[src/rtl/core/assert_macros.svh]
// assertion macros shared by the rtl
`ifndef ASSERT_MACROS_SVH
`define ASSERT_MACROS_SVH
`ifndef SYNTH
// property must hold at every clock edge outside reset
`define WMC_ASSERT(lbl, clk, rst_n, prop, msg) \
    lbl: assert property (@(posedge clk) disable iff (!rst_n) (prop)) else $error(msg);
// expression must never be true outside reset
`define WMC_NEVER(lbl, clk, rst_n, expr, msg) \
    lbl: assert property (@(posedge clk) disable iff (!rst_n) !(expr)) else $error(msg);
`else
`define WMC_ASSERT(lbl, clk, rst_n, prop, msg)
`define WMC_NEVER(lbl, clk, rst_n, expr, msg)
`endif
`endif

[src/rtl/core/wmc_ram.sv]
// generic single write port ram with one registered read port
`timescale 1ns / 1ps
module wmc_ram #(
    parameter int DW = 16,
    parameter int AW = 8
) (
    input  logic          clk,
    input  logic          we,
    input  logic [AW-1:0] waddr,
    input  logic [DW-1:0] wdata,
    input  logic [AW-1:0] raddr,
    output logic [DW-1:0] rdata
);
    logic [DW-1:0] mem [2**AW];

    always_ff @(posedge clk)
    begin
        if (we)
        begin
            mem[waddr] <= wdata;
        end
        rdata <= mem[raddr];
    end
endmodule

[config.mk]
export PLATFORM = sky130hd
export DESIGN_NAME = wmc_ram
export DESIGN_NICKNAME = d
export VERILOG_FILES = /design/src/rtl/core/assert_macros.svh /design/src/rtl/core/wmc_ram.sv
export SDC_FILE = /design/constraint.sdc
export NUM_CORES = 2
export LEC_CHECK = 0
export ABC_AREA = 1
export BUFFER_PORTS_ARGS = -buffer_cell sky130_fd_sc_hd__buf_2
export CAP_MARGIN = 20
export CORE_MARGIN = 2
export CORE_UTILIZATION = 25
export CTS_BUF_LIST = sky130_fd_sc_hd__clkbuf_4 sky130_fd_sc_hd__clkbuf_8
export DETAILED_ROUTE_END_ITERATION = 8
export PLACE_DENSITY_LB_ADDON = 0.12
export REMOVE_ABC_BUFFERS = 1
export SLEW_MARGIN = 20
export SYNTH_ARGS = -nofsm -noshare
export SYNTH_HDL_FRONTEND = slang
export SYNTH_SLANG_ARGS = --single-unit
[constraint.sdc]
create_clock -name clk -period 3.01 [get_ports clk]
set_input_delay 0.602 -clock clk [delete_from_list [all_inputs] [get_ports clk]]
set_output_delay 0.602 -clock clk [all_outputs]
set_load 0.02 [all_outputs]
-- Word level (Yosys, flattened, before mapping)
Memory sizes are Yosys's and may differ from the RTL's. A register that Yosys moved wholly into a read port is not among the register bits.
Cells that the tools add are included.
- muxes and demuxes: 2
- operators by type and width (operator ; number):
    $mux W1 ; 2
- memories: 1
- register bits after elaboration: 0
- RAM bits: 4096
- memories (name ; depth ; bits a word ; rd ports ; clocked after memory_dff ; write ports ; line ; source):
    mem ; 256 ; 16 ; 1 ; 1 ; 1 ; wmc_ram.sv:14 ; logic [DW-1:0] mem [2**AW];

-- Logic depth before layout (Yosys ltp)
- depth after elaboration: 2
- depth in mapped cells: 15
- mapped depth without buffers: 11

-- Worst setup path before layout
Ideal clock, no wire load.
- path type: in2reg
- from: input we
- to: memory mem[162][0] (enable)
- stages on the path: 4
- data required time: 2.622 ns
- path slack: 0.568 ns
- data arrival time: 2.054 ns
- buffers on the path: 2
- path through: clkbuf_1 -> nand3_1 -> clkbuf_1 -> nor2_1
- word-level cells in the longest chain between the ends: 2
- RTL lines (element ; line ; source):
    start: declaration ; wmc_ram.sv:8 ; input logic we,
    $mux W1 ; wmc_ram.sv:18 ; if (we)
    $mux W1 (not written as such) ; wmc_ram.sv:20 ; mem[waddr] <= wdata;
    end: declaration ; wmc_ram.sv:14 ;
No other way between the ends.

==> reports/results.ini <==
[status]
status=completed

[worst_setup_path]
crit_family=buffers and inverters
r2r_setup_slack_ps=130
start_kind=input pin
crit_path_cell_trace=buf_12, inv_16, buf_12, buf_12, buf_4, nand2_1, nand3_1, nand3_1, nand3_1, nand3_1, nand3_1, buf_4, nand3_1, buf_4, nand2_1, nand2_1, nand2_1, dlygate4sd3_1
r2r_cells=13
cp.buffers_inverters=8
path_class=input pin to register
path_max_fanout=44
worst_path_most_repeated_cell=nand3_1
worstReg2RegStart=mem[191][11]$_DFFE_PP_
worstPathRequired_ps=4290
worst_ep_arrival_time_ps=4240
end_kind=register
slowest_delay_ps=530
r2r-end=rdata[11]$_DFF_P_
crit_path_top_delay_cell=dlygate4sd3_1

[finish]
final_cells=24153
final_util=0.3048
fin_nets=14873
final_area_sq_um=201700
syn2layout_area_growth_pct=21.73
drive_above_1_share=0.1733
fillCellCount=67281

[placement]
gp_congestion=0.7872
dp_cells=22821
dp_hpwl_um=397900
portBuffers=49
post_dp_cell_area_sq_um=187600

[timing]
finClkSkew_ps=79.94
worst_pin_slew_ps=960.4
post-route-period-util=0.9861
max-slew-margin-rel=0.3598
hold_violations=0
hold_ws_ps=189.8
setup_violations=0
fmax_mhz=336.9
rsz0062_at_grt=false
min_period_ps=2968
report.final.slew_viol_count=0

[clock_network]
cts-root-buf=clkbuf_8
cts_buffers=726
clock_latency_ps=1350
htree_levels=6
cts_tree=done
clk_pin_slew_worst_paths_ps=60
cts_max_path_buffers=4
cts.sinks=4112

[die]
die_x_um=818.1
start_util=0.2504
dieHeight_um=818.1
ios=50
die_area_sq_um=669400
core_area_sq_um=661800
std_cell_rows=299

[run]
maxCapViolations=0

[logic_synthesis]
synth_seq_area_share=0.7442
synth.distinct_cells=15
synth.avg_cell_area_sq_um=12.17
synth_top_area_share=0.7423
syn_area_sq_um=165700
synth_cells=13617
synth-edff-count=4096
synthFlopType=edfxtp_1
ys_ff_latch=4112
ys_async_sr_fraction=0
ys.warnings.count=0
synth_top_cell_by_area=edfxtp_1
synth.most_common_cell=nand2_1
yosys-top-cells-count=nand2_1 (4211), edfxtp_1 (4096), nand3_1 (4035)
synth_area_leaders=edfxtp_1 (74%), nand3_1 (12%), nand2_1 (9.5%)

[drt]
vias=110557
firstDrtPassIters=6
routedWlPerCell_um=26.04
drt_iter0_drc=9823
finalWirelength_um=629000
drc=0
viasPerCell=4.577
ant_nets=0

[min_path]
min_from=waddr[6]
hold_path_class=input pin to register
hold_end=mem[250][8]$_DFFE_PP_
hold_depth=6

[grt]
antenna_found_initial=46
grt_pass1_wl_um=877300
grt_usage=0.1823
grt_pass1_vias=109141
grt_max_degree=71
gr-total-overflow=0

[power_and_ir_drop]
intPower_uw=92710
seqPwrFrac=0.510
p_sw_frac=0.2526
vdd_ir_drop_max_mv=0.4655
powerDensity_nw_per_um2=615.0
p_comb_frac=0.078
total_power_uw=124100
leakagePower_uw=0.07095
p_sw_uw=31340
power_frac_clock=0.412

==> worst max path at each step <==
stage | start | endpoint | slack [ps] | cells past startpoint
after CTS | rdata[2]$_DFF_P_ | rdata[2] | 0.9 | 1
after detailed placement | raddr[0] | rdata[7]$_DFF_P_ | -1030 | 15
after global routing | rdata[2]$_DFF_P_ | rdata[2] | 50 | 1
after floorplan | raddr[0] | rdata[4]$_DFF_P_ | -7930 | 11
final | raddr[0] | rdata[11]$_DFF_P_ | 40 | 18
after global placement | raddr[0] | rdata[7]$_DFF_P_ | -1080 | 15
==> routing by layer <==
layer	GRT usage	part of all wire
met4	0.04238	0.022
met2	0.2943	0.46
met3	0.02736	0.050
met1	0.2583	0.46
met5	0	0.00019
==> metrics by stage <==
step	worst slack [ps]	setup TNS, ps
after detailed placement	-1031	-12180
after global routing	47.60	0
after floorplan	-7928	-126710
final	41.78	0
after CTS	0.9299	0
after global placement	-1078	-13010
==> cell type report <==
type / count / area [sq um] / area share
Sequential cell: 4112 / 123300 / 0.6115
Timing Repair Buffer: 1431 / 15950 / 0.07907
Tap cell: 8729 / 10920 / 0.05415
Inverter: 39 / 200.2 / 0.0009925
Antenna cell: 25 / 62.56 / 0.0003101
Clock buffer: 1022 / 12350 / 0.06124
Clock inverter: 266 / 1495 / 0.007412
Multi-Input combinational cell: 8529 / 37390 / 0.1854
==> worst min-delay path, stage by stage <==
cell and delay [ps]:
buf_2 100, nand2_1 50, inv_1 90, nand2_1 60, buf_4 220, nor2_1 190
==> state kept, by name, summed over array words and instances (netlist names) <==
| register | count |
|---|---|
| rdata | 16 |
| mem | 4096 |
==> cell families after synthesis <==
group | after synthesis | synth area share
buffers and inverters | 976 | 0.03214
DFF | 4112 | 0.7442
and+or+nand+nor | 8529 | 0.2237
==> power groups by stage <==
stage          registers [uW]  clock network, uW  logic (uW)
2_1_floorplan           64400                  0        3690
3_3_place_gp            64500                  0        9800
3_5_place_dp            64500                  0        9750
4_1_cts                 63300              52700        9800
5_1_grt                 63300              55000       10300
6_report                63300              51100        9620
==> cells in the final DEF, fill, tap and decap left out, types with 4 or more instances in the layout <==
cell type	count
nor2_2	97
inv_8	11
nand3_1	4035
buf_12	406
clkinv_2	48
nand2_2	7
clkinvlp_4	16
diode_2	25
clkbuf_8	748
clkinv_8	5
bufinv_16	4
buf_4	959
edfxtp_1	4096
inv_1	32
nand2_4	9
dlygate4sd3_1	19
nor2_1	186
nand2_1	4195
buf_8	19
dfxtp_2	11
clkbuf_4	274
clkinv_1	164
inv_12	5
buf_2	27
inv_6	17
==> timing repair <==
item	CTS	global route
setup endpoints to repair	13	1
hold buffers	19	0
endpoints found under the hold margin	2801	0
gates resized for setup	14	1
buffers inserted	0	0
Note: power is estimated with default switching activity, not from simulation.
