--- src/rtl/core/assert_macros.svh ---
// assertion macros shared by the rtl
`ifndef ASSERT_MACROS_SVH
`define ASSERT_MACROS_SVH
`ifndef SYNTH
// property must hold at every clock edge outside reset
`define WMC_ASSERT(lbl, clk, rst_n, prop, msg) \
    lbl: assert property (@(posedge clk) disable iff (!rst_n) (prop)) else $error(msg);
// expression must never be true outside reset
`define WMC_NEVER(lbl, clk, rst_n, expr, msg) \
    lbl: assert property (@(posedge clk) disable iff (!rst_n) !(expr)) else $error(msg);
`else
`define WMC_ASSERT(lbl, clk, rst_n, prop, msg)
`define WMC_NEVER(lbl, clk, rst_n, expr, msg)
`endif
`endif

--- src/rtl/core/wmc_pkg.sv ---
// shared constants, types and states of the motif counter
`timescale 1ns / 1ps
package wmc_pkg;
    localparam int MAX_WINDOW    = 256;
    localparam int MAX_MOTIF_LEN = 64;
    localparam int MAX_MOTIFS    = 64;
    localparam int SAMPLE_BITS   = 16;

    localparam int WIN_AW  = $clog2(MAX_WINDOW);
    localparam int FILL_W  = $clog2(MAX_WINDOW + 1);
    localparam int LEN_AW  = $clog2(MAX_MOTIF_LEN);
    localparam int LEN_W   = $clog2(MAX_MOTIF_LEN + 1);
    localparam int MOT_AW  = $clog2(MAX_MOTIFS);
    localparam int NUM_W   = $clog2(MAX_MOTIFS + 1);
    localparam int IDX_W   = $clog2(MAX_WINDOW + 2 * MAX_MOTIF_LEN + 2);
    localparam int SQ_W    = 2 * SAMPLE_BITS;
    localparam int ACC_W   = SQ_W + LEN_W;
    localparam int RADIUS_DEFAULT = 26;

    typedef enum logic [1:0] {
        REG_WINDOW_SIZE  = 2'd0,
        REG_MOTIF_LENGTH = 2'd1,
        REG_SKIP_STEP    = 2'd2,
        REG_RADIUS       = 2'd3
    } cfg_reg_t;

    typedef enum logic {
        OP_PUSH = 1'b0,
        OP_READ = 1'b1
    } op_t;

    typedef enum logic [3:0] {
        S_IDLE, S_READ, S_CHECK, S_POS, S_CMP, S_WAIT, S_DEC,
        S_HIT, S_NEW, S_COPY, S_CFIN, S_DROP, S_OUT
    } state_t;

    // tag that travels beside each sample pair into the distance unit
    typedef struct packed {
        logic valid;
        logic first;
        logic last;
    } wmc_tag_t;
endpackage

--- src/rtl/core/wmc_dist.sv ---
// squared distance unit: difference, square, accumulate
`timescale 1ns / 1ps
module wmc_dist
    import wmc_pkg::*;
(
    input  logic                   clk,
    input  logic                   rst_n,
    input  wmc_tag_t               tag,
    input  logic [SAMPLE_BITS-1:0] a,
    input  logic [SAMPLE_BITS-1:0] b,
    output logic                   done,
    output logic [ACC_W-1:0]       sum
);
    wmc_tag_t               t1_reg, t2_reg;
    logic [SAMPLE_BITS-1:0] mag_reg;
    logic [SQ_W-1:0]        sq_reg;
    logic [ACC_W-1:0]       acc_reg, acc_next;
    logic                   done_reg;
    logic signed [SAMPLE_BITS:0] diff;
    logic [SAMPLE_BITS:0]   neg;

    assign diff = $signed({a[SAMPLE_BITS-1], a}) - $signed({b[SAMPLE_BITS-1], b});
    assign neg  = -diff;
    assign acc_next = (t2_reg.first ? '0 : acc_reg) + ACC_W'(sq_reg);

    always_ff @(posedge clk or negedge rst_n)
    begin
        if (!rst_n)
        begin
            t1_reg   <= '0;
            t2_reg   <= '0;
            done_reg <= 1'b0;
        end
        else
        begin
            t1_reg   <= tag;
            t2_reg   <= t1_reg;
            done_reg <= t2_reg.valid & t2_reg.last;
        end
    end

    always_ff @(posedge clk)
    begin
        mag_reg <= diff[SAMPLE_BITS] ? neg[SAMPLE_BITS-1:0] : diff[SAMPLE_BITS-1:0];
        sq_reg  <= SQ_W'(mag_reg) * SQ_W'(mag_reg);
        if (t2_reg.valid)
        begin
            acc_reg <= acc_next;
        end
    end

    assign done = done_reg;
    assign sum  = acc_reg;
endmodule

--- config.mk ---
export PLATFORM = sky130hd
export DESIGN_NAME = wmc_dist
export DESIGN_NICKNAME = d
export VERILOG_FILES = /design/src/rtl/core/assert_macros.svh /design/src/rtl/core/wmc_pkg.sv /design/src/rtl/core/wmc_dist.sv
export SDC_FILE = /design/constraint.sdc
export NUM_CORES = 1
export LEC_CHECK = 0
export BUFFER_PORTS_ARGS = -buffer_cell sky130_fd_sc_hd__buf_2
export CAP_MARGIN = 20
export CORE_MARGIN = 3
export CORE_UTILIZATION = 40
export DETAILED_ROUTE_END_ITERATION = 10
export SYNTH_ARGS = -nofsm -noshare
export SYNTH_HDL_FRONTEND = slang
export SYNTH_SLANG_ARGS = --single-unit
--- constraint.sdc ---
create_clock -name clk -period 7.8 [get_ports clk]
set_input_delay 0.78 -clock clk [delete_from_list [all_inputs] [get_ports clk]]
set_output_delay 0.78 -clock clk [all_outputs]
set_load 0.01 [all_outputs]
After elaboration in Yosys (flattened, before gate mapping)
Cells that the tools add are included.
{"block": "classes", "add_sub_neg": 3, "multipliers": 1, "n_mux": 2, "n_bitwise": 1}
{"cell": "adder 39 x 32 -> 39 bit", "n": 1}
{"cell": "2-to-1 mux 39 bit", "n": 1}
{"cell": "multiplier 16 x 16 -> 32 bit", "n": 1}
{"cell": "subtractor 16 x 16 -> 17 bit", "n": 1}
{"cell": "2-to-1 mux 16 bit", "n": 1}
{"cell": "negator 16 bit", "n": 1}
{"cell": "bitwise AND 1 bit", "n": 1}
{"block": "word_totals", "reg_bits": 94, "input_bits": 37, "word_cells": 17}

Longest topological paths before layout
Gate-level depths: netlist of run 1.
{"block": "logic_depth", "word_depth": 3, "ltp_mapped": 25, "ltp_nobuf": 24}

Worst setup path before layout of run 1
Ideal clock, no wire load.
{"block": "synth_timing", "path_kind": "register to register", "start": "reg mag_reg[4]", "end": "reg sq_reg[28]", "setup_time_ps": 72, "t_arrival_ps": 6094, "setup_slack_ps": 1634, "path_stages_with_launch": 23, "path_buffers": 2, "period_less_slack_ps": 6166, "path_cell_list": "dfxtp_1 -> clkbuf_1 -> clkbuf_1 -> nand2_1 -> fa_1 -> fa_1 -> inv_1 -> fa_1 -> fa_1 -> fa_1 -> inv_1 -> fa_1 -> inv_1 -> ha_1 -> and3_1 -> and3_1 -> o21bai_1 -> o311ai_1 -> o31ai_1 -> o211ai_1 -> a31o_1 -> a21oi_1 -> xnor2_1"}
{"block": "synth_via", "elab_chain_cells": 1}
{"element": "start: declaration", "line_no": "wmc_dist.sv:15", "text": "logic [SAMPLE_BITS-1:0] mag_reg;"}
{"element": "start signal: assignment", "line_no": "wmc_dist.sv:44", "text": "mag_reg <= diff[SAMPLE_BITS] ? neg[SAMPLE_BITS-1:0] : diff[SAMPLE_BITS-1:0];"}
{"element": "multiplier 16 x 16 -> 32 bit", "line_no": "wmc_dist.sv:45", "text": "sq_reg <= SQ_W'(mag_reg) * SQ_W'(mag_reg);"}
{"element": "end signal: assignment", "line_no": "wmc_dist.sv:45"}
{"element": "end: declaration", "line_no": "wmc_dist.sv:16", "text": "logic [SQ_W-1:0] sq_reg;"}
Every way passes these cells.
A chain may end at the register's enable or synchronous reset.

Final worst setup path of run 1
{"block": "layout_timing", "start": "reg mag_reg[3]", "end": "reg sq_reg[28]"}
The elaborated chain is that of the path after synthesis.

==> impl_metrics.env, run 1 <==
export IMPL_placed_cells=1810
export IMPL_cp_common_cell="fa_1"
export IMPL_cpPeakStageDelay_ps=660
export IMPL_final_hold_viol_count=0
export IMPL_grt_usage_pct=16.4
export IMPL_clockBufferDepth=2
export IMPL_grt_ovfl_total=0
export IMPL_setup_viol=0
export IMPL_fmax_mhz=150
export IMPL_cts_tree="yes"
export IMPL_yosys_register_bits=93
export IMPL_vias=8943
export IMPL_maxCapViolations=0
export IMPL_clock_latency_ps=360
export IMPL_hold_class="in2async"
export IMPL_first_global_vias=9202
export IMPL_cp_data_required_time_ps=8080
export IMPL_slew_headroom_pct=46.6
export IMPL_cts_resized=0
export IMPL_clk_pin_slew_ps=80
export IMPL_drt_initial_drc_count=418
export IMPL_detailed_place_area_um2=13500
export IMPL_synthArstFlopShare_pct=7.53
export IMPL_grt_pass1_wl_um=45500
export IMPL_cp_max_fo=13
export IMPL_wl_um=26500
export IMPL_final_cells=1827
export IMPL_synth_edf_count=39
export IMPL_hold_buffers=0
export IMPL_clock_sinks=93
export IMPL_cp_start_kind="flip-flop"
export IMPL_port_buffers=76
export IMPL_setup_tns_ps=0
export IMPL_num_rows=64
export IMPL_grt_max_degree=45
export IMPL_tightest_slew_ps=793
export IMPL_period_minus_slack_ps=6670
export IMPL_ys_flop_type="dfxtp_1"
export IMPL_cp_end_kind="flip-flop"
export IMPL_dr_pass1_iters=4
export IMPL_slew_violations=0
export IMPL_skew_ps=12.1
export IMPL_routabilityCongestion=0.831
export IMPL_die_area_um2=34000
export IMPL_syn_area_um2=12700
export IMPL_postCtsSetupRepairBufs=0
export IMPL_vias_per_cell=4.89
export IMPL_drive_above_1_share_pct=8.32
export IMPL_synth_area_per_cell_um2=9.29
export IMPL_ys_types=67
export IMPL_core_um2=31000
export IMPL_ant_nets=0
export IMPL_drc=0
export IMPL_nNetsFinal=1778
export IMPL_htree_num_levels=3
export IMPL_crit_family="adder cells"
export IMPL_period_share_pct=85.5
export IMPL_cp_slowest_cell="dfxtp_1"
export IMPL_mostFrequentLayoutCells="inv_1 (280), fa_1 (165), ha_1 (150)"
export IMPL_diodes=0
export IMPL_largest_reg_flops=39
export IMPL_crit_chain="inv_1 > nor2_1 > ha_1 > xor2_1 > fa_1 > inv_1 > fa_1 > fa_1 > fa_1 > inv_1 > fa_1 > inv_1 > ha_1 > a21o_1 > a21o_1 > a21oi_1 > o311ai_1 > o31ai_1 > o211ai_1 > a31o_1 > a21oi_1 > xnor2_1"
export IMPL_path_buf_inv=4
export IMPL_postSynthCellCount=1370
export IMPL_synth_fp_nets=1722
export IMPL_cts_buffers_inserted=9
export IMPL_area_delta_synth_final_pct=8.39
export IMPL_ctsRootBufferMaster="clkbuf_16"
export IMPL_worst_setup_path_type="reg2reg"
export IMPL_rsz0062_at_grt="no"
export IMPL_yosysWarnings=0
export IMPL_final_cell_area_um2=13800
export IMPL_antenna_found_initial=0
export IMPL_dp_hpwl_um=21800
export IMPL_ys_seq_area_share_pct=18.0
export IMPL_arrival_ps=6950
export IMPL_status="finished, final reports clean"
export IMPL_die_h_um=184
export IMPL_ios=77
export IMPL_final_common_cell="inv_1"
export IMPL_wl_per_cell_um=14.5
export IMPL_die_x_um=184
export IMPL_initial_core_util_pct=41.1
[synth_stat cells, types with 14 or more instances]
master | number | share of area, %
a21o_1 | 50 | 2.9
a21oi_1 | 74 | 2.9
a31oi_1 | 14 | 0.69
and2_1 | 51 | 2.5
clkbuf_1 | 33 | 0.97
dfxtp_1 | 47 | 7.4
edfxtp_1 | 39 | 9.2
fa_1 | 165 | 26
ha_1 | 150 | 15
inv_1 | 280 | 8.3
nand2_1 | 96 | 2.8
nor2_1 | 57 | 1.7
nor2b_1 | 47 | 2.3
o21ai_0 | 28 | 1.1
xnor2_1 | 62 | 4.3
xor2_1 | 32 | 2.2
[per-layer routing]
layer / up-vias / wire length, µm / GRT usage, %
met5: - / 0 / 0
met4: 0 / 252 / 2.87
met3: 17 / 847 / 1.72
met2: 152 / 12000 / 26.7
met1: 4263 / 13400 / 24.0
li1: 4511 / - / -
[cells by family after synthesis]
kind of cell	after synthesis	synth area share, %
AOI/OAI and AO/OA	233	12.3
DFF	93	18.0
adders and majority gates	315	40.7
muxes	7	0.639
xor gates and xnor gates	94	6.47
and+or+nand+nor	312	12.5
buffers and inverters	316	9.35
[path summary, 6_finish.rpt]
path	start	endpoint	slack [ps]	depth (start not counted)
min in group clk	t1_reg[1]$_DFF_PN0_	t2_reg[1]$_DFF_PN0_	360	0
min reg2reg	t1_reg[1]$_DFF_PN0_	t2_reg[1]$_DFF_PN0_	360	0
max in group asynchronous	rst_n	t1_reg[2]$_DFF_PN0_	7400	1
min	rst_n	t2_reg[1]$_DFF_PN0_	240	1
max reg2reg	mag_reg[3]$_DFF_P_	sq_reg[28]$_DFF_P_	1130	22
max	mag_reg[3]$_DFF_P_	sq_reg[28]$_DFF_P_	1130	22
[area by class of cell]
cell class	instances	area (µm²)
Fill cell	3058	17200
Clock inverter	5	60.1
Inverter	280	1050
Multi-Input combinational cell	961	9250
Clock buffer	11	233
Tap cell	396	495
Sequential cell	93	2290
Timing Repair Buffer	81	418
[worst reg2reg max path, cell delays in order, from the launching register on]
cell and delay [ps]:
dfxtp_1 660, inv_1 270, nor2_1 230, ha_1 290, xor2_1 190, fa_1 530, inv_1 50, fa_1 470
fa_1 500, fa_1 490, inv_1 50, fa_1 520, inv_1 40, ha_1 370, a21o_1 180, a21o_1 160
a21oi_1 130, o311ai_1 170, o31ai_1 500, o211ai_1 220, a31o_1 250, a21oi_1 170, xnor2_1 130
[stage by stage]
| step | util [%] | hold slack, ps | setup WS [ps] |
|---|---|---|---|
| 2_1_floorplan | - | 331 | 1630 |
| 3_3_place_gp | 43.5 | 339 | 1290 |
| 3_5_place_dp | 43.5 | 336 | 1170 |
| 4_1_cts | 44.5 | 229 | 1110 |
| 5_1_grt | 44.5 | 237 | 715 |
| 6_report | 44.5 | 240 | 1130 |
Power of run 1 is not shown: default switching activity piles up to over one toggle a cycle in this logic, so the estimate is an artifact.
==> run 2: changes to the inputs <==
==> constraint.sdc (replaced) <==
create_clock -name clk -period 8.4 [get_ports clk]
set_input_delay 0.84 -clock clk [delete_from_list [all_inputs] [get_ports clk]]
set_output_delay 0.84 -clock clk [all_outputs]
set_load 0.01 [all_outputs]
==> run 2 against run 1 <==
Against the previous run: register-to-register slack better by 620 ps; design area rose by 0.13%; via count down 1.0%; first-iteration DRC count decreased by 9.3%; hold slack improved by 60 ps; critical path type unchanged; largest cell class unchanged; highest routed layer unchanged.
==> impl_metrics.env, run 2 (same netlist as run 1, synthesis figures left out) <==
export IMPL_core_um2=31000
export IMPL_hold_buffers=0
export IMPL_port_buffers=76
export IMPL_period_minus_slack_ps=6640
export IMPL_cts_buffers_inserted=9
export IMPL_diodes=0
export IMPL_setup_viol=0
export IMPL_arrival_ps=6910
export IMPL_status="finished, final reports clean"
export IMPL_dr_pass1_iters=5
export IMPL_routabilityCongestion=0.843
export IMPL_wl_um=26200
export IMPL_skew_ps=11.0
export IMPL_initial_core_util_pct=41.1
export IMPL_clock_latency_ps=350
export IMPL_drc=0
export IMPL_grt_max_degree=45
export IMPL_mostFrequentLayoutCells="inv_1 (280), fa_1 (165), ha_1 (150)"
export IMPL_drive_above_1_share_pct=8.25
export IMPL_clock_sinks=93
export IMPL_die_x_um=184
export IMPL_die_h_um=184
export IMPL_dp_hpwl_um=21800
export IMPL_cp_max_fo=13
export IMPL_final_common_cell="inv_1"
export IMPL_first_global_vias=9379
export IMPL_htree_num_levels=3
export IMPL_largest_reg_flops=39
export IMPL_rsz0062_at_grt="no"
export IMPL_antenna_found_initial=0
export IMPL_grt_usage_pct=16.2
export IMPL_vias_per_cell=4.85
export IMPL_final_cell_area_um2=13800
export IMPL_nNetsFinal=1777
export IMPL_grt_pass1_wl_um=45200
export IMPL_fillers=3009
export IMPL_worst_setup_path_type="reg2reg"
export IMPL_ctsRootBufferMaster="clkbuf_16"
export IMPL_maxCapViolations=0
export IMPL_slew_headroom_pct=45.5
export IMPL_ios=77
export IMPL_hold_class="in2async"
export IMPL_fmax_mhz=151
export IMPL_final_cells=1826
export IMPL_setup_tns_ps=0
export IMPL_postCtsSetupRepairBufs=0
export IMPL_cts_tree="yes"
export IMPL_die_area_um2=34000
export IMPL_cts_resized=0
export IMPL_slew_violations=0
export IMPL_num_rows=64
export IMPL_clockBufferDepth=2
export IMPL_grt_ovfl_total=0
export IMPL_clk_pin_slew_ps=70
export IMPL_final_hold_viol_count=0
export IMPL_drt_initial_drc_count=379
export IMPL_wl_per_cell_um=14.3
export IMPL_whs_ps=300
export IMPL_period_share_pct=79.1
export IMPL_vias=8854
export IMPL_cp_data_required_time_ps=8670
export IMPL_area_delta_synth_final_pct=8.52
export IMPL_placed_cells=1809
export IMPL_cp_start_kind="flip-flop"
export IMPL_ant_nets=0
export IMPL_detailed_place_area_um2=13500
export IMPL_tightest_slew_ps=810
export IMPL_cp_end_kind="flip-flop"
==> run 2: changes by cell type in the layout (fill, tap and decap cells not counted), sizes merged <==
cell / before / now
buf: 81 / 80
inv: 282 / 281
bufinv: 1 / 2
==> run 2: path summary, 6_finish.rpt <==
check | startpoint | to | slack [ps] | cells past startpoint
worst max-delay path | mag_reg[3]$_DFF_P_ | sq_reg[28]$_DFF_P_ | 1760 | 22
worst min-delay path | rst_n | done$_DFF_PN0_ | 300 | 1
worst max register to register | mag_reg[3]$_DFF_P_ | sq_reg[28]$_DFF_P_ | 1760 | 22
worst min register to register | t1_reg[2]$_DFF_PN0_ | t2_reg[2]$_DFF_PN0_ | 350 | 0
max in group asynchronous | rst_n | t1_reg[2]$_DFF_PN0_ | 7950 | 1
min in group clk | t1_reg[2]$_DFF_PN0_ | t2_reg[2]$_DFF_PN0_ | 350 | 0
==> run 2: worst max-delay path: stages (launching register included) <==
cell	delay, ps
dfxtp_1	630
inv_1	260
nor2_1	240
ha_1	290
xor2_1	190
fa_1	530
inv_1	50
fa_1	480
fa_1	510
fa_1	490
inv_1	50
fa_1	520
inv_1	40
ha_1	370
a21o_1	190
a21o_1	160
a21oi_1	140
o311ai_1	180
o31ai_1	500
o211ai_1	220
a31o_1	240
a21oi_1	170
xnor2_1	140
==> run 2: area by class of cell <==
cell class / count / area, µm² / share of cell area (%)
clock inverter: 5 / 85.1 / 0.616
inverter: 280 / 1050 / 7.61
tap: 396 / 495 / 3.59
timing repair buffer: 80 / 410 / 2.97
clock buffer: 11 / 233 / 1.69
multi-input combinational: 961 / 9250 / 67.0
sequential: 93 / 2290 / 16.6
==> run 2: metal layers <==
layer  share of wire, %  vias up  global-route usage [%]
li1                   -     4500                       -
met1                 51     4170                    23.4
met2                 45      159                    26.4
met3                3.2       25                    1.80
met4                1.4        0                    3.72
met5                  0        -                       0
==> run 2: stage by stage <==
stage | setup slack [ps] | utilization [%]
after floorplan | 2230 | -
after global placement | 1890 | 43.5
after detailed placement | 1800 | 43.5
after CTS | 1730 | 44.5
after global routing | 1380 | 44.6
final | 1760 | 44.6
Power of run 2 is left out for the same reason.
==> run 3: changes to the inputs <==
==> constraint.sdc (replaced) <==
create_clock -name clk -period 6.9 [get_ports clk]
set_input_delay 0.69 -clock clk [delete_from_list [all_inputs] [get_ports clk]]
set_output_delay 0.69 -clock clk [all_outputs]
set_load 0.01 [all_outputs]
==> run 3 against run 2 <==
Against the previous run: critical path depth is 3 lower; worst setup slack got worse by 1400 ps; cell count is 0.44% higher; non-clock buffer count up 8; register-to-register slack worse by 1400 ps; sequential cell count stayed put; count of clock-buffer cells in the layout shrank 2; first-iteration DRC count grew 1.1%; largest cell class unchanged.
==> impl_metrics.env, run 3 (same netlist as run 1, synthesis figures left out) <==
export IMPL_dr_pass1_iters=5
export IMPL_wl_um=26600
export IMPL_cp_common_cell="fa_1"
export IMPL_vias_per_cell=4.93
export IMPL_clk_pin_slew_ps=70
export IMPL_crit_family="adder cells"
export IMPL_htree_num_levels=3
export IMPL_first_global_vias=9453
export IMPL_drt_initial_drc_count=383
export IMPL_path_buf_inv=3
export IMPL_cp_slowest_cell="dfxtp_1"
export IMPL_tightest_slew_ps=854
export IMPL_skew_ps=7.91
export IMPL_final_hold_viol_count=0
export IMPL_vias=9037
export IMPL_cp_max_fo=18
export IMPL_drive_above_1_share_pct=9.18
export IMPL_diodes=0
export IMPL_clock_sinks=93
export IMPL_wl_per_cell_um=14.5
export IMPL_arrival_ps=6800
export IMPL_cp_data_required_time_ps=7180
export IMPL_setup_tns_ps=0
export IMPL_fmax_mhz=153
export IMPL_dp_hpwl_um=22100
export IMPL_num_rows=64
export IMPL_die_x_um=184
export IMPL_slew_headroom_pct=42.6
export IMPL_grt_usage_pct=16.6
export IMPL_cp_end_kind="flip-flop"
export IMPL_nNetsFinal=1785
export IMPL_grt_max_degree=41
export IMPL_slew_violations=0
export IMPL_cp_start_kind="flip-flop"
export IMPL_crit_chain="nand2_1 > inv_1 > fa_1 > fa_1 > fa_1 > fa_1 > fa_1 > inv_1 > fa_1 > inv_1 > ha_1 > nor2b_1 > or3_1 > a311o_1 > a31o_2 > a21oi_1 > o31ai_1 > a31oi_1 > xnor2_1"
export IMPL_die_h_um=184
export IMPL_cts_tree="yes"
export IMPL_hold_class="in2async"
export IMPL_status="finished, final reports clean"
export IMPL_grt_pass1_wl_um=46000
export IMPL_cts_buffers_inserted=9
export IMPL_grt_ovfl_total=0
export IMPL_final_common_cell="inv_1"
export IMPL_rsz0062_at_grt="no"
export IMPL_routabilityCongestion=0.849
export IMPL_ios=77
export IMPL_drc=0
export IMPL_ant_nets=0
export IMPL_largest_reg_flops=39
export IMPL_port_buffers=76
export IMPL_initial_core_util_pct=41.1
export IMPL_die_area_um2=34000
export IMPL_core_um2=31000
export IMPL_fillers=2966
export IMPL_ctsRootBufferMaster="clkbuf_16"
export IMPL_antenna_found_initial=0
export IMPL_area_delta_synth_final_pct=8.91
export IMPL_setup_viol=0
export IMPL_period_minus_slack_ps=6520
export IMPL_cpPeakStageDelay_ps=770
export IMPL_mostFrequentLayoutCells="inv_1 (280), fa_1 (165), ha_1 (150)"
export IMPL_period_share_pct=94.5
export IMPL_maxCapViolations=0
export IMPL_clockBufferDepth=2
export IMPL_worst_setup_path_type="reg2reg"
export IMPL_clock_latency_ps=350
[run 3: stage by stage]
stage | setup slack, ps | util [%] | instances | hold WS, ps | cell area (µm²)
after floorplan | 734 | - | 1370 | 331 | 12700
after global placement | 439 | 43.7 | 1817 | 339 | 13500
after detailed placement | 317 | 43.7 | 1818 | 340 | 13600
after CTS | 301 | 44.7 | 1834 | 140 | 13800
after global routing | 42.6 | 44.7 | 1834 | 147 | 13900
final | 379 | 44.7 | 1834 | 150 | 13900
[run 3: final cells by class]
class	instances	area [µm²]	area share [%]
inverter	280	1050	7.58
timing repair buffer	88	470	3.39
clock buffer	9	225	1.62
tap	396	495	3.57
sequential	93	2290	16.5
multi-input combinational	961	9250	66.8
clock inverter	7	71.3	0.515
[run 3: path summary, 6_finish.rpt]
path / from / to / slack, ps / cells after the start
setup reg to reg: mag_reg[13]$_DFF_P_ / sq_reg[29]$_DFF_P_ / 380 / 19
min in group clk: t1_reg[1]$_DFF_PN0_ / t2_reg[1]$_DFF_PN0_ / 350 / 0
max in group asynchronous: rst_n / t1_reg[2]$_DFF_PN0_ / 6600 / 1
setup / recovery: mag_reg[13]$_DFF_P_ / sq_reg[29]$_DFF_P_ / 380 / 19
hold reg to reg: t1_reg[1]$_DFF_PN0_ / t2_reg[1]$_DFF_PN0_ / 350 / 0
hold / removal: rst_n / t2_reg[1]$_DFF_PN0_ / 150 / 1
[run 3: timing repair]
| action | in CTS | in global routing |
|---|---|---|
| resized for setup | 0 | 5 |
| endpoints found under the setup margin | 0 | 3 |
| hold buffers | 0 | 0 |
| buffers inserted | 0 | 0 |
[run 3: per-layer routing]
metal / vias to the layer above / share of wire [%] / global-route usage [%] / wire length (µm)
met2: 176 / 45 / 27.4 / 12000
met4: 0 / 0.99 / 3.08 / 264
met1: 4304 / 49 / 23.3 / 13100
li1: 4535 / - / - / -
met5: - / 0 / 0 / 0
met3: 22 / 4.6 / 2.66 / 1230
Power of run 3 is left out for the same reason.
